**config.mk**
```make
export PLATFORM = sky130hd
export DESIGN_NAME = month_calendar_grid
export DESIGN_NICKNAME = d
export VERILOG_FILES = /design/src/rtl/mcg_pkg.sv /design/src/rtl/mcg_queue.sv /design/src/rtl/mcg_front.sv /design/src/rtl/mcg_back.sv /design/src/rtl/month_calendar_grid.sv
export SDC_FILE = /design/constraint.sdc
export NUM_CORES = 1
export LEC_CHECK = 0
export BUFFER_PORTS_ARGS = -buffer_cell sky130_fd_sc_hd__buf_4
export CORE_AREA = 5 5 246 248
export CTS_CLUSTER_SIZE = 28
export DETAILED_ROUTE_END_ITERATION = 12
export DIE_AREA = 0 0 251 253
export PLACE_DENSITY = 0.49
export SYNTH_ARGS = -nofsm -noshare
export SYNTH_HDL_FRONTEND = slang
export SYNTH_SLANG_ARGS = --single-unit
```
**constraint.sdc**
```tcl
create_clock -name i_clk -period 15.2 [get_ports i_clk]
set_input_delay 3.04 -clock i_clk [delete_from_list [all_inputs] [get_ports i_clk]]
set_output_delay 3.04 -clock i_clk [all_outputs]
set_load 0.03 [all_outputs]
```
**src/rtl/mcg_pkg.sv**
```systemverilog
// mcg_pkg: shared types, constants and small tables of the month calendar grid block
// used by mcg_front, mcg_queue, mcg_back and month_calendar_grid; depends on nothing
`default_nettype none

package mcg_pkg;

    // navigation event codes
    localparam logic [2:0] ACT_SET        = 3'd0;
    localparam logic [2:0] ACT_YEAR_BACK  = 3'd1;
    localparam logic [2:0] ACT_YEAR_FWD   = 3'd2;
    localparam logic [2:0] ACT_MONTH_BACK = 3'd3;
    localparam logic [2:0] ACT_MONTH_FWD  = 3'd4;

    // status codes
    localparam logic [1:0] ST_OK        = 2'd0;
    localparam logic [1:0] ST_BAD_MONTH = 2'd1;
    localparam logic [1:0] ST_BAD_YEAR  = 2'd2;

    // calendar limits
    localparam logic [13:0] YEAR_MIN     = 14'd1;
    localparam logic [13:0] YEAR_MAX     = 14'd9999;
    localparam logic [13:0] SET_YEAR_MIN = 14'd1900;
    localparam logic [3:0]  MONTH_JAN    = 4'd1;
    localparam logic [3:0]  MONTH_FEB    = 4'd2;
    localparam logic [3:0]  MONTH_MAR    = 4'd3;
    localparam logic [3:0]  MONTH_DEC    = 4'd12;
    localparam logic [3:0]  RESET_MONTH  = 4'd1;
    localparam logic [13:0] RESET_YEAR   = 14'd1900;

    // reciprocal constants: y/100 = (y*5243)>>19 for y < 10000,
    // s/7 = (s*18725)>>17 for s < 16384
    localparam logic [12:0] RECIP_100 = 13'd5243;
    localparam int          SHIFT_100 = 19;
    localparam logic [14:0] RECIP_7   = 15'd18725;
    localparam int          SHIFT_7   = 17;

    // event queue between front and back
    localparam int Q_DEPTH = 2;
    localparam int Q_AW    = (Q_DEPTH > 1) ? $clog2(Q_DEPTH) : 1;
    localparam int Q_CW    = $clog2(Q_DEPTH + 1);

    // one request handed from front to back
    typedef struct packed {
        logic [3:0]  month;
        logic [13:0] year;
        logic [1:0]  status;
    } t_job;

    // floor(23*m/9) for months 1..12
    function automatic logic [4:0] month_term(input logic [3:0] m);
        logic [4:0] v;
        case (m)
            4'd1:    v = 5'd2;
            4'd2:    v = 5'd5;
            4'd3:    v = 5'd7;
            4'd4:    v = 5'd10;
            4'd5:    v = 5'd12;
            4'd6:    v = 5'd15;
            4'd7:    v = 5'd17;
            4'd8:    v = 5'd20;
            4'd9:    v = 5'd23;
            4'd10:   v = 5'd25;
            4'd11:   v = 5'd28;
            4'd12:   v = 5'd30;
            default: v = 5'd0;
        endcase
        return v;
    endfunction

    // days in month, february from the leap flag
    function automatic logic [4:0] month_days(input logic [3:0] m, input logic leap);
        logic [4:0] v;
        case (m)
            4'd2:    v = leap ? 5'd29 : 5'd28;
            4'd4:    v = 5'd30;
            4'd6:    v = 5'd30;
            4'd9:    v = 5'd30;
            4'd11:   v = 5'd30;
            default: v = 5'd31;
        endcase
        return v;
    endfunction

endpackage

`default_nettype wire

```
**src/rtl/mcg_queue.sv**
```systemverilog
// mcg_queue: short flip-flop queue of requests between front and back
// depends on mcg_pkg for t_job and the queue depth
`default_nettype none

module mcg_queue
    import mcg_pkg::*;
(
    input  wire logic i_clk,
    input  wire logic i_rst_n,
    input  wire logic i_wr,
    input  wire t_job i_job,
    output logic      o_full,
    input  wire logic i_rd,
    output t_job      o_job,
    output logic      o_empty
);

    t_job              r_mem [Q_DEPTH];
    logic [Q_AW-1:0]   r_wptr;
    logic [Q_AW-1:0]   r_rptr;
    logic [Q_CW-1:0]   r_count;
    logic              wr_en;
    logic              rd_en;

    assign o_full  = (r_count == Q_CW'(Q_DEPTH));
    assign o_empty = (r_count == '0);
    assign o_job   = r_mem[r_rptr];
    assign wr_en   = i_wr && !o_full;
    assign rd_en   = i_rd && !o_empty;

    // storage
    always_ff @(posedge i_clk) begin
        if (wr_en) begin
            r_mem[r_wptr] <= i_job;
        end
    end

    // pointers and fill count
    always_ff @(posedge i_clk) begin
        if (!i_rst_n) begin
            r_wptr  <= '0;
            r_rptr  <= '0;
            r_count <= '0;
        end else begin
            if (wr_en) begin
                r_wptr <= (r_wptr == Q_AW'(Q_DEPTH - 1)) ? '0 : r_wptr + 1'b1;
            end
            if (rd_en) begin
                r_rptr <= (r_rptr == Q_AW'(Q_DEPTH - 1)) ? '0 : r_rptr + 1'b1;
            end
            if (wr_en && !rd_en) begin
                r_count <= r_count + 1'b1;
            end else if (rd_en && !wr_en) begin
                r_count <= r_count - 1'b1;
            end
        end
    end

endmodule

`default_nettype wire

```
**src/rtl/mcg_front.sv**
```systemverilog
// mcg_front: accepts navigation events, updates the current month and year,
// and hands each event to the queue as a request; depends on mcg_pkg
`default_nettype none

module mcg_front
    import mcg_pkg::*;
(
    input  wire logic        i_clk,
    input  wire logic        i_rst_n,
    input  wire logic        i_push,
    input  wire logic [2:0]  i_action,
    input  wire logic [3:0]  i_new_month,
    input  wire logic [13:0] i_new_year,
    input  wire logic        i_q_full,
    output logic             o_q_wr,
    output t_job             o_job
);

    logic [3:0]  r_month;
    logic [13:0] r_year;
    logic [3:0]  n_month;
    logic [13:0] n_year;
    logic [1:0]  set_status;
    logic        accept;

    assign accept = i_push && !i_q_full;
    assign o_q_wr = accept;

    // validation of a set request
    always_comb begin
        set_status = ST_OK;
        if (!(i_new_month inside {[MONTH_JAN:MONTH_DEC]})) begin
            set_status = set_status | ST_BAD_MONTH;
        end
        if (!(i_new_year inside {[SET_YEAR_MIN:YEAR_MAX]})) begin
            set_status = set_status | ST_BAD_YEAR;
        end
    end

    // next month and year per event
    always_comb begin
        n_month = r_month;
        n_year  = r_year;
        case (i_action)
            ACT_SET: begin
                if (set_status == ST_OK) begin
                    n_month = i_new_month;
                    n_year  = i_new_year;
                end
            end
            ACT_YEAR_BACK: begin
                if (r_year > YEAR_MIN) n_year = r_year - 1'b1;
            end
            ACT_YEAR_FWD: begin
                if (r_year < YEAR_MAX) n_year = r_year + 1'b1;
            end
            ACT_MONTH_BACK: begin
                if (r_month <= MONTH_JAN) begin
                    if (r_year > YEAR_MIN) begin
                        n_month = MONTH_DEC;
                        n_year  = r_year - 1'b1;
                    end
                end else begin
                    n_month = r_month - 1'b1;
                end
            end
            ACT_MONTH_FWD: begin
                if (r_month >= MONTH_DEC) begin
                    if (r_year < YEAR_MAX) begin
                        n_month = MONTH_JAN;
                        n_year  = r_year + 1'b1;
                    end
                end else begin
                    n_month = r_month + 1'b1;
                end
            end
            default: begin
            end
        endcase
    end

    // request toward the back: rejected set carries the old date
    always_comb begin
        o_job.month  = n_month;
        o_job.year   = n_year;
        o_job.status = (i_action == ACT_SET) ? set_status : ST_OK;
    end

    // current date
    always_ff @(posedge i_clk) begin
        if (!i_rst_n) begin
            r_month <= RESET_MONTH;
            r_year  <= RESET_YEAR;
        end else if (accept) begin
            r_month <= n_month;
            r_year  <= n_year;
        end
    end

endmodule

`default_nettype wire

```
**src/rtl/mcg_back.sv**
```systemverilog
// mcg_back: takes requests from the queue, works out first weekday and month
// length, emits grid cells one per cycle unless pop stalls; depends on mcg_pkg
`default_nettype none

module mcg_back
    import mcg_pkg::*;
(
    input  wire logic        i_clk,
    input  wire logic        i_rst_n,
    input  wire t_job        i_job,
    input  wire logic        i_q_empty,
    output logic             o_q_rd,
    output logic             o_empty,
    input  wire logic        i_pop,
    output logic [3:0]       o_shown_month,
    output logic [13:0]      o_shown_year,
    output logic [4:0]       o_cell_day,
    output logic [2:0]       o_cell_column,
    output logic [1:0]       o_status,
    output logic             o_last_cell
);

    typedef enum logic [2:0] {
        S_IDLE,
        S_DIV,
        S_SUM,
        S_MOD,
        S_EMIT
    } t_state;

    t_state      r_state;
    logic [3:0]  r_month;
    logic [13:0] r_year;
    logic [1:0]  r_status;
    logic [13:0] r_d;
    logic [13:0] r_yy;
    logic [6:0]  r_q100_yy;
    logic [6:0]  r_q100_y;
    logic [14:0] r_sum;
    logic [2:0]  r_lead;
    logic [5:0]  r_total;
    logic [5:0]  r_cnt;
    logic [2:0]  r_col;
    logic        r_ovalid;
    logic [4:0]  r_o_day;
    logic [2:0]  r_o_col;
    logic [1:0]  r_o_status;
    logic        r_o_last;

    logic        out_ready;
    logic        early;
    logic [26:0] prod_yy;
    logic [26:0] prod_y;
    logic [14:0] sum;
    logic [29:0] prod_7;
    logic [10:0] q7;
    logic [14:0] wd_full;
    logic [2:0]  wd;
    logic [2:0]  lead;
    logic        div100;
    logic        leap;
    logic [4:0]  len;
    logic [5:0]  day_idx;
    logic [4:0]  day;
    logic        last;

    assign out_ready = !r_ovalid || i_pop;
    assign o_q_rd    = (r_state == S_IDLE) && !i_q_empty;
    assign early     = (i_job.month < MONTH_MAR);

    // divide by 100 through reciprocal multiply
    assign prod_yy = 27'(r_yy) * 27'(RECIP_100);
    assign prod_y  = 27'(r_year) * 27'(RECIP_100);

    // keith day-of-week sum before the mod 7
    assign sum = 15'(month_term(r_month)) + 15'(r_d) + 15'd4 + 15'(r_yy >> 2)
               - 15'(r_q100_yy) + 15'(r_q100_yy >> 2);

    // mod 7 through reciprocal multiply, sunday-first to monday-first lead
    assign prod_7  = 30'(r_sum) * 30'(RECIP_7);
    assign q7      = prod_7[SHIFT_7+10:SHIFT_7];
    assign wd_full = r_sum - 15'(q7) * 15'd7;
    assign wd      = wd_full[2:0];
    assign lead    = (wd == 3'd0) ? 3'd6 : wd - 3'd1;

    // gregorian leap test on the true year
    assign div100 = (r_year == 14'(r_q100_y) * 14'd100);
    assign leap   = ((r_year[1:0] == 2'b00) && !div100) || (div100 && (r_q100_y[1:0] == 2'b00));
    assign len    = month_days(r_month, leap);

    // cell contents, an error cell carries day 0
    assign day_idx = r_cnt - 6'(r_lead) + 6'd1;
    assign day     = ((r_cnt < 6'(r_lead)) || (r_status != ST_OK)) ? 5'd0 : day_idx[4:0];
    assign last    = (r_cnt == r_total - 6'd1);

    // sequencer, working registers and output register
    always_ff @(posedge i_clk) begin
        if (!i_rst_n) begin
            r_state  <= S_IDLE;
            r_ovalid <= 1'b0;
        end else begin
            case (r_state)
                S_IDLE: begin
                    if (!i_q_empty) begin
                        r_month  <= i_job.month;
                        r_year   <= i_job.year;
                        r_status <= i_job.status;
                        r_d      <= early ? i_job.year + 14'd1 : i_job.year - 14'd1;
                        r_yy     <= early ? i_job.year - 14'd1 : i_job.year;
                        r_cnt    <= '0;
                        r_col    <= '0;
                        r_lead   <= '0;
                        r_total  <= 6'd1;
                        r_state  <= (i_job.status != ST_OK) ? S_EMIT : S_DIV;
                    end
                end
                S_DIV: begin
                    r_q100_yy <= prod_yy[SHIFT_100+6:SHIFT_100];
                    r_q100_y  <= prod_y[SHIFT_100+6:SHIFT_100];
                    r_state   <= S_SUM;
                end
                S_SUM: begin
                    r_sum   <= sum;
                    r_state <= S_MOD;
                end
                S_MOD: begin
                    r_lead  <= lead;
                    r_total <= 6'(lead) + 6'(len);
                    r_state <= S_EMIT;
                end
                S_EMIT: begin
                    if (out_ready) begin
                        r_o_day    <= day;
                        r_o_col    <= r_col;
                        r_o_status <= r_status;
                        r_o_last   <= last;
                        r_cnt      <= r_cnt + 6'd1;
                        r_col      <= (r_col == 3'd6) ? 3'd0 : r_col + 3'd1;
                        if (last) begin
                            r_state <= S_IDLE;
                        end
                    end
                end
                default: begin
                    r_state <= S_IDLE;
                end
            endcase
            if (out_ready) begin
                r_ovalid <= (r_state == S_EMIT);
            end
        end
    end

    // the shown date only changes between requests, once the last cell is out
    logic [3:0]  r_o_month;
    logic [13:0] r_o_year;

    always_ff @(posedge i_clk) begin
        if ((r_state == S_EMIT) && out_ready) begin
            r_o_month <= r_month;
            r_o_year  <= r_year;
        end
    end

    assign o_empty       = !r_ovalid;
    assign o_shown_month = r_o_month;
    assign o_shown_year  = r_o_year;
    assign o_cell_day    = r_o_day;
    assign o_cell_column = r_o_col;
    assign o_status      = r_o_status;
    assign o_last_cell   = r_o_last;

endmodule

`default_nettype wire

```
**src/rtl/month_calendar_grid.sv**
```systemverilog
// month_calendar_grid: top level of the month calendar grid block
// depends on mcg_pkg, mcg_front, mcg_queue and mcg_back
//
// usage:
//   input channel: drive i_action, i_new_month, i_new_year with push high;
//   the request is taken at a clock edge where push is high and full is low.
//   result channel: while empty is low the oldest cell is on the o_ ports;
//   it is taken at a clock edge where pop is high and empty is low.
// each request yields the grid of the resulting month: blank lead cells
// (day 0) then days 1..length, one cell per cycle while pop is high,
// o_last_cell on the final cell. a rejected set yields a single cell
// carrying the error status. a request passes the queue, then the back
// end steps through divide, sum and mod to emit, and each cell is held in
// the output register; a rejected set goes from idle straight to emit.
// the back end takes no new request before its last cell; the front keeps
// taking requests into a two-entry queue meanwhile.
// a stalled receiver (pop low) holds the cell on the ports and stalls the
// back end; the front keeps taking requests until the queue fills.
// reset (synchronous, active low) sets january 1900 and empties everything.
`default_nettype none

module month_calendar_grid
    import mcg_pkg::*;
(
    input  wire logic        i_clk,
    input  wire logic        i_rst_n,
    input  wire logic        push,
    output logic             full,
    input  wire logic [2:0]  i_action,
    input  wire logic [3:0]  i_new_month,
    input  wire logic [13:0] i_new_year,
    output logic             empty,
    input  wire logic        pop,
    output logic [3:0]       o_shown_month,
    output logic [13:0]      o_shown_year,
    output logic [4:0]       o_cell_day,
    output logic [2:0]       o_cell_column,
    output logic [1:0]       o_status,
    output logic             o_last_cell
);

    t_job q_in;
    t_job q_out;
    logic q_wr;
    logic q_rd;
    logic q_full;
    logic q_empty;

    assign full = q_full;

    // event front end
    mcg_front u_front (
        .i_clk       (i_clk),
        .i_rst_n     (i_rst_n),
        .i_push      (push),
        .i_action    (i_action),
        .i_new_month (i_new_month),
        .i_new_year  (i_new_year),
        .i_q_full    (q_full),
        .o_q_wr      (q_wr),
        .o_job       (q_in)
    );

    // request queue
    mcg_queue u_queue (
        .i_clk   (i_clk),
        .i_rst_n (i_rst_n),
        .i_wr    (q_wr),
        .i_job   (q_in),
        .o_full  (q_full),
        .i_rd    (q_rd),
        .o_job   (q_out),
        .o_empty (q_empty)
    );

    // grid back end
    mcg_back u_back (
        .i_clk         (i_clk),
        .i_rst_n       (i_rst_n),
        .i_job         (q_out),
        .i_q_empty     (q_empty),
        .o_q_rd        (q_rd),
        .o_empty       (empty),
        .i_pop         (pop),
        .o_shown_month (o_shown_month),
        .o_shown_year  (o_shown_year),
        .o_cell_day    (o_cell_day),
        .o_cell_column (o_cell_column),
        .o_status      (o_status),
        .o_last_cell   (o_last_cell)
    );

endmodule

`default_nettype wire

```
==> results of run 1 <==
synth_stat cells, types with 15 or more instances:
cell type	count
o21ai_0	54
nor2_1	84
clkbuf_1	31
a21o_1	16
mux2i_1	19
xor2_1	24
ha_1	358
nand2_1	84
and2_1	15
dfxtp_1	32
nand3_1	37
edfxtp_1	164
fa_1	175
xnor2_1	92
nor3_1	31
a31oi_1	19
inv_1	414
a21oi_1	56
through the flow:
| stage | cells | cell area [um^2] |
|---|---|---|
| 3_3_place_gp | 2732 | 21400 |
| 2_1_floorplan | 1932 | 20100 |
| 3_5_place_dp | 2732 | 21400 |
| 6_report | 2764 | 22100 |
| 5_1_grt | 2764 | 22100 |
| 4_1_cts | 2764 | 22100 |
layer usage:
metal	share of wire (%)	vias up
li1	-	6612
met1	48	6537
met2	47	186
met3	3.3	31
met4	1.3	0
met5	0	-
area by class of cell:
type	instances	share of cell area [%]
Clock buffer	17	1.93
Timing Repair Buffer	64	2.18
Inverter	414	7.05
Tap cell	773	4.39
Sequential cell	196	25.2
Multi-Input combinational cell	1285	58.1
Clock inverter	15	1.08
worst min-delay path by stage:
| stage | startpoint | endpoint | slack [ns] |
|---|---|---|---|
| 3_3_place_gp | u_back.r_col[1] | u_back.o_cell_column[1] | 0.48 |
| 2_1_floorplan | u_back.r_status[0] | u_back.o_status[0] | 0.43 |
| 6_report | u_back.r_col[1] | u_back.o_cell_column[1] | 0.50 |
| 5_1_grt | u_back.r_status[1] | u_back.o_status[1] | 0.51 |
| 3_5_place_dp | u_back.r_status[1] | u_back.o_status[1] | 0.49 |
| 4_1_cts | u_back.r_col[1] | u_back.o_cell_column[1] | 0.51 |
logic make-up (layout without fill, tap and decap cells):
logic type / Yosys count / after routing / share of synthesized area (%)
XOR/XNOR: 116 / 116 / 5.06
multiplexers: 31 / 31 / 1.62
adder cells (fa/ha/maj): 533 / 533 / 39.8
AO/OA/AOI/OAI: 261 / 261 / 8.80
AND/OR/NAND/NOR: 344 / 344 / 8.48
buffers and inverters: 451 / 510 / 8.53
flip-flops: 196 / 196 / 27.7
state kept, by name, summed over array words and instances, names as in the netlist, 5 cells and up, named ones only:
signal / cells
u_back.r_cnt: 6
u_back.r_q100_y: 7
u_back.r_d: 14
u_back.r_q100_yy: 7
u_back.r_year: 14
u_queue.r_mem: 40
u_back.r_total: 6
u_back.o_cell_day: 5
u_back.r_yy: 14
u_front.r_year: 14
u_back.o_shown_year: 14
u_back.r_sum: 15
==> flow_metrics.py, run 1 <==
metrics = {
    "grt": {
        "grt_start_max_net_pins": 49,
        "busiest_layer": "met2",
        "grt.overflow.total": 0,
        "grt_use_met2_pct": 24.5,
        "grt_pass1_vias": 14000,
        "track_usage_pct": 14.7,
        "grt_antenna_before_repair": 1,
        "grt_use_met3_pct": 2.49,
        "grt_pass1_wl_um": 74800,
        "met1_usage_pct": 20.2,
    },
    "critical_path": {
        "arrival_ns": 7.56,
        "cp.depth": 29,
        "worstPathRequired_ns": 15.52,
        "critPathMostFrequentCell": "fa_1",
        "worst-setup-path-type": "flop to flop",
        "cp_max_fo": 7,
        "cp-startpoint": "u_back.r_sum[1]",
        "cpPeakStageDelay_ns": 0.56,
        "worst_setup_path_start_kind": "flop",
        "reg2reg_slack_ns": 7.96,
        "critical-path-slowest-cell": "fa_1",
        "r2r_cells": 29,
        "rr_startpoint": "u_back.r_sum[1]",
        "worstSetupEndpointType": "flop",
        "cp-endpoint": "u_back.r_total[2]",
        "cp_top_family": "adder cells",
        "rr_endpoint": "u_back.r_total[2]",
        "crit_buf_inv": 5,
    },
    "timing": {
        "fin_worst_skew_ns": 0.0178,
        "fmax_mhz": 138,
        "fin_ws_ns": 7.96,
        "relSlewSlack_pct": 30.8,
        "finalHoldViolations": 0,
        "timing.hold.ws_ns": 0.498,
        "timing.final.crit_share_pct": 47.6,
        "period_minus_slack_ns": 7.24,
        "worst_pin_slew_ns": 1.02,
        "finalSetupTns_ns": 0,
        "setup_viol": 0,
        "slew_violations": 0,
        "rsz0062_at_grt": "no",
    },
    "yosys": {
        "ys_seq_area_share_pct": 27.7,
        "yosys.area.top_type": "edfxtp_1",
        "yosysWarnings": 0,
        "syn_area_um2": 20100,
        "synth_cells": 1932,
        "syn_nets": 2490,
        "synth_edf_count": 164,
        "synth.area.top_cells": "edfxtp_1 25%, ha_1 22%, fa_1 17%",
        "ys_ff_latch": 196,
        "syn_avg_cell_area_um2": 10.4,
        "netlist.area_leader.share_pct": 24.5,
        "ys.flop_type": "edfxtp_1",
        "ys_types": 78,
        "async_reset_ff_share_pct": 0,
    },
    "floorplanning": {
        "chipHeight_um": 253,
        "dieArea_um2": 63500,
        "fp.dieW_um": 251,
        "start_util_pct": 34.5,
        "design.core.area_um2": 58200,
        "std_cell_rows": 89,
        "ios": 56,
    },
    "routing": {
        "ant_nets": 0,
        "post_drt_wl_per_cell_um": 16.4,
        "totalWireLength_um": 45300,
        "drt-pass1-iter-count": 5,
        "drt-initial-drc-count": 685,
        "dr_total_vias": 13400,
        "post-route-drc-count": 0,
        "viasPerCell": 4.84,
    },
    "placement": {
        "place_congestion": 0.873,
        "place_ws_ns": 7.92,
        "hpwlAfterDp_um": 37500,
        "io_buffers": 55,
    },
    "cells_and_area": {
        "area.growth.synth_to_final_pct": 9.87,
        "fin_util_pct": 37.9,
        "regArea_um2": 5570,
        "fill_cells": 5723,
        "multi_input_area_um2": 12800,
        "antenna_cells": 0,
        "final_common_cell": "inv_1",
        "nets": 2536,
        "final_cell_mix": "413 x inv_1, 358 x ha_1, 175 x fa_1",
        "drive_gt1_share_pct": 6.78,
    },
    "hold_path": {
        "min_path_type": "flop to flop",
        "hold_path_depth": 0,
    },
    "clock_tree": {
        "post_cts_buffers": 0,
        "path_clk_slew_ns": 0.08,
        "clock_path_buffers": 2,
        "cts-resized-gates": 0,
        "cts_made_buffers": 17,
        "cts_root_buf": "clkbuf_16",
        "clock-sinks": 196,
        "htree_num_levels": 4,
        "cts_tree": "done",
        "cts_hold_buffers": 0,
        "clkLatencyLatePin_ns": 0.46,
    },
    "outcome": {
        "status": "finished, final reports clean",
    },
    "flow_run": {
        "max-cap-violations": 0,
    },
}
Power of run 1 is left out: the tool's default activity adds up to more than one toggle a clock period on the data nets, which glitch-free logic cannot reach.
==> inputs of run 2 (changes only) <==
==> constraint.sdc (replaced) <==
create_clock -name i_clk -period 6.9 [get_ports i_clk]
set_input_delay 1.38 -clock i_clk [delete_from_list [all_inputs] [get_ports i_clk]]
set_output_delay 1.38 -clock i_clk [all_outputs]
set_load 0.03 [all_outputs]
==> flow_metrics.py, run 2 (synthesis gave the netlist of run 1 again) <==
metrics = {
    "critical_path": {
        "worstPathRequired_ns": 7.23,
        "critical-path-slowest-cell": "fa_1",
        "cpPeakStageDelay_ns": 0.50,
        "worstSetupEndpointType": "flop",
        "arrival_ns": 7.12,
        "cp_max_fo": 3,
        "worst-setup-path-type": "flop to flop",
        "critPathMostFrequentCell": "ha_4",
        "worst_setup_path_start_kind": "flop",
    },
    "routing": {
        "totalWireLength_um": 46200,
        "drt-pass1-iter-count": 5,
        "ant_nets": 0,
        "viasPerCell": 4.80,
        "drt-initial-drc-count": 647,
        "dr_total_vias": 13400,
        "post_drt_wl_per_cell_um": 16.6,
        "post-route-drc-count": 0,
    },
    "clock_tree": {
        "path_clk_slew_ns": 0.08,
        "cts_hold_buffers": 0,
        "cts_root_buf": "clkbuf_16",
        "clock_path_buffers": 2,
        "cts_made_buffers": 17,
        "htree_num_levels": 4,
        "cts_tree": "done",
        "clkLatencyLatePin_ns": 0.46,
        "clock-sinks": 196,
    },
    "grt": {
        "grt_pass1_vias": 14100,
        "grt_start_max_net_pins": 49,
        "grt_pass1_wl_um": 75300,
        "track_usage_pct": 14.8,
        "grt.overflow.total": 0,
        "grt_antenna_before_repair": 0,
    },
    "placement": {
        "io_buffers": 55,
        "hpwlAfterDp_um": 37900,
        "place_ws_ns": -0.259,
        "place_congestion": 0.885,
    },
    "outcome": {
        "status": "finished, final reports clean",
    },
    "timing": {
        "finalHoldViolations": 0,
        "timing.final.crit_share_pct": 98.4,
        "fmax_mhz": 147,
        "fin_ws_ns": 0.112,
        "rsz0062_at_grt": "yes",
        "fin_worst_skew_ns": 0.0133,
        "worst_pin_slew_ns": 1.04,
        "finalSetupTns_ns": 0,
        "slew_violations": 0,
        "period_minus_slack_ns": 6.79,
        "setup_viol": 0,
        "relSlewSlack_pct": 30.0,
    },
    "cells_and_area": {
        "drive_gt1_share_pct": 10.2,
        "top_regs": "u_queue.r_mem (40), u_back.r_sum (15)",
        "final_cell_mix": "406 x inv_1, 336 x ha_1, 172 x fa_1",
        "fin_util_pct": 38.6,
        "antenna_cells": 0,
        "fill_cells": 5733,
        "area.growth.synth_to_final_pct": 12.1,
        "largest_register_ffs": 40,
        "multi_input_area_um2": 13100,
        "regArea_um2": 5570,
        "final_common_cell": "inv_1",
        "regMostFlops": "u_queue.r_mem",
        "nets": 2562,
    },
    "floorplanning": {
        "chipHeight_um": 253,
        "ios": 56,
        "design.core.area_um2": 58200,
        "dieArea_um2": 63500,
        "start_util_pct": 34.5,
        "fp.dieW_um": 251,
        "std_cell_rows": 89,
    },
    "hold_path": {
        "min_path_type": "flop to flop",
    },
    "flow_run": {
        "max-cap-violations": 0,
    },
}
-- run 2: changes by cell type in the layout (fill, tap and decap cells not counted), moves of 7 or more --
cell   delta
inv_1     -7
buf_4    +24
ha_4     +19
ha_1     -22
inv_2     +7
-- run 2: worst max-delay path, delay by kind of cell, from the launching register on --
kind	cells	cell delay, ns
AND/OR/NAND/NOR	4	0.53
flip-flops	1	0.48
multiplexers	1	0.24
adder cells (fa/ha/maj)	11	3.71
XOR/XNOR	6	0.86
buffers and inverters	8	0.67
AO/OA/AOI/OAI	1	0.18
-- run 2: path summary, 6_finish.rpt --
check,from,to,slack [ns],cells after the start
hold / removal,u_back.r_col[1],u_back.o_cell_column[1],0.49,0
hold reg to reg,u_back.r_col[1],u_back.o_cell_column[1],0.49,0
setup / recovery,u_back.r_sum[12],u_back.r_total[2],0.11,31
setup reg to reg,u_back.r_sum[12],u_back.r_total[2],0.11,31
-- run 2: through the flow --
| stage | cell area [um^2] | hold slack [ns] | instances |
|---|---|---|---|
| final | 22500 | 0.491 | 2790 |
| after floorplan | 20100 | 0.427 | 1932 |
| after global placement | 21500 | 0.482 | 2751 |
| after detailed placement | 21500 | 0.479 | 2751 |
| after global routing | 22500 | 0.518 | 2790 |
| after CTS | 22200 | 0.494 | 2786 |
-- run 2: final cells by class --
type	count	area share, %
Inverter	414	6.91
Multi-Input combinational cell	1285	58.4
Clock buffer	17	1.89
Timing Repair Buffer	90	3.04
Sequential cell	196	24.7
Clock inverter	15	0.695
Tap cell	773	4.30
-- run 2: routing by layer --
metal | part of all wire [%] | vias to the layer above | global-route usage [%]
met5 | 0 | - | 0
met2 | 47 | 190 | 24.7
met1 | 48 | 6513 | 20.3
met4 | 1.4 | 0 | 3.15
met3 | 4.0 | 35 | 2.54
li1 | - | 6649 | -
-- run 2: repair_timing --
| action | 4_1_cts | 5_1_grt |
|---|---|---|
| gates cloned | 0 | 0 |
| resized for setup | 18 | 31 |
| endpoints found under the setup margin | 6 | 6 |
| pin swaps | 29 | 34 |
| setup buffers | 3 | 4 |
Power of run 2 is left out for the same reason.
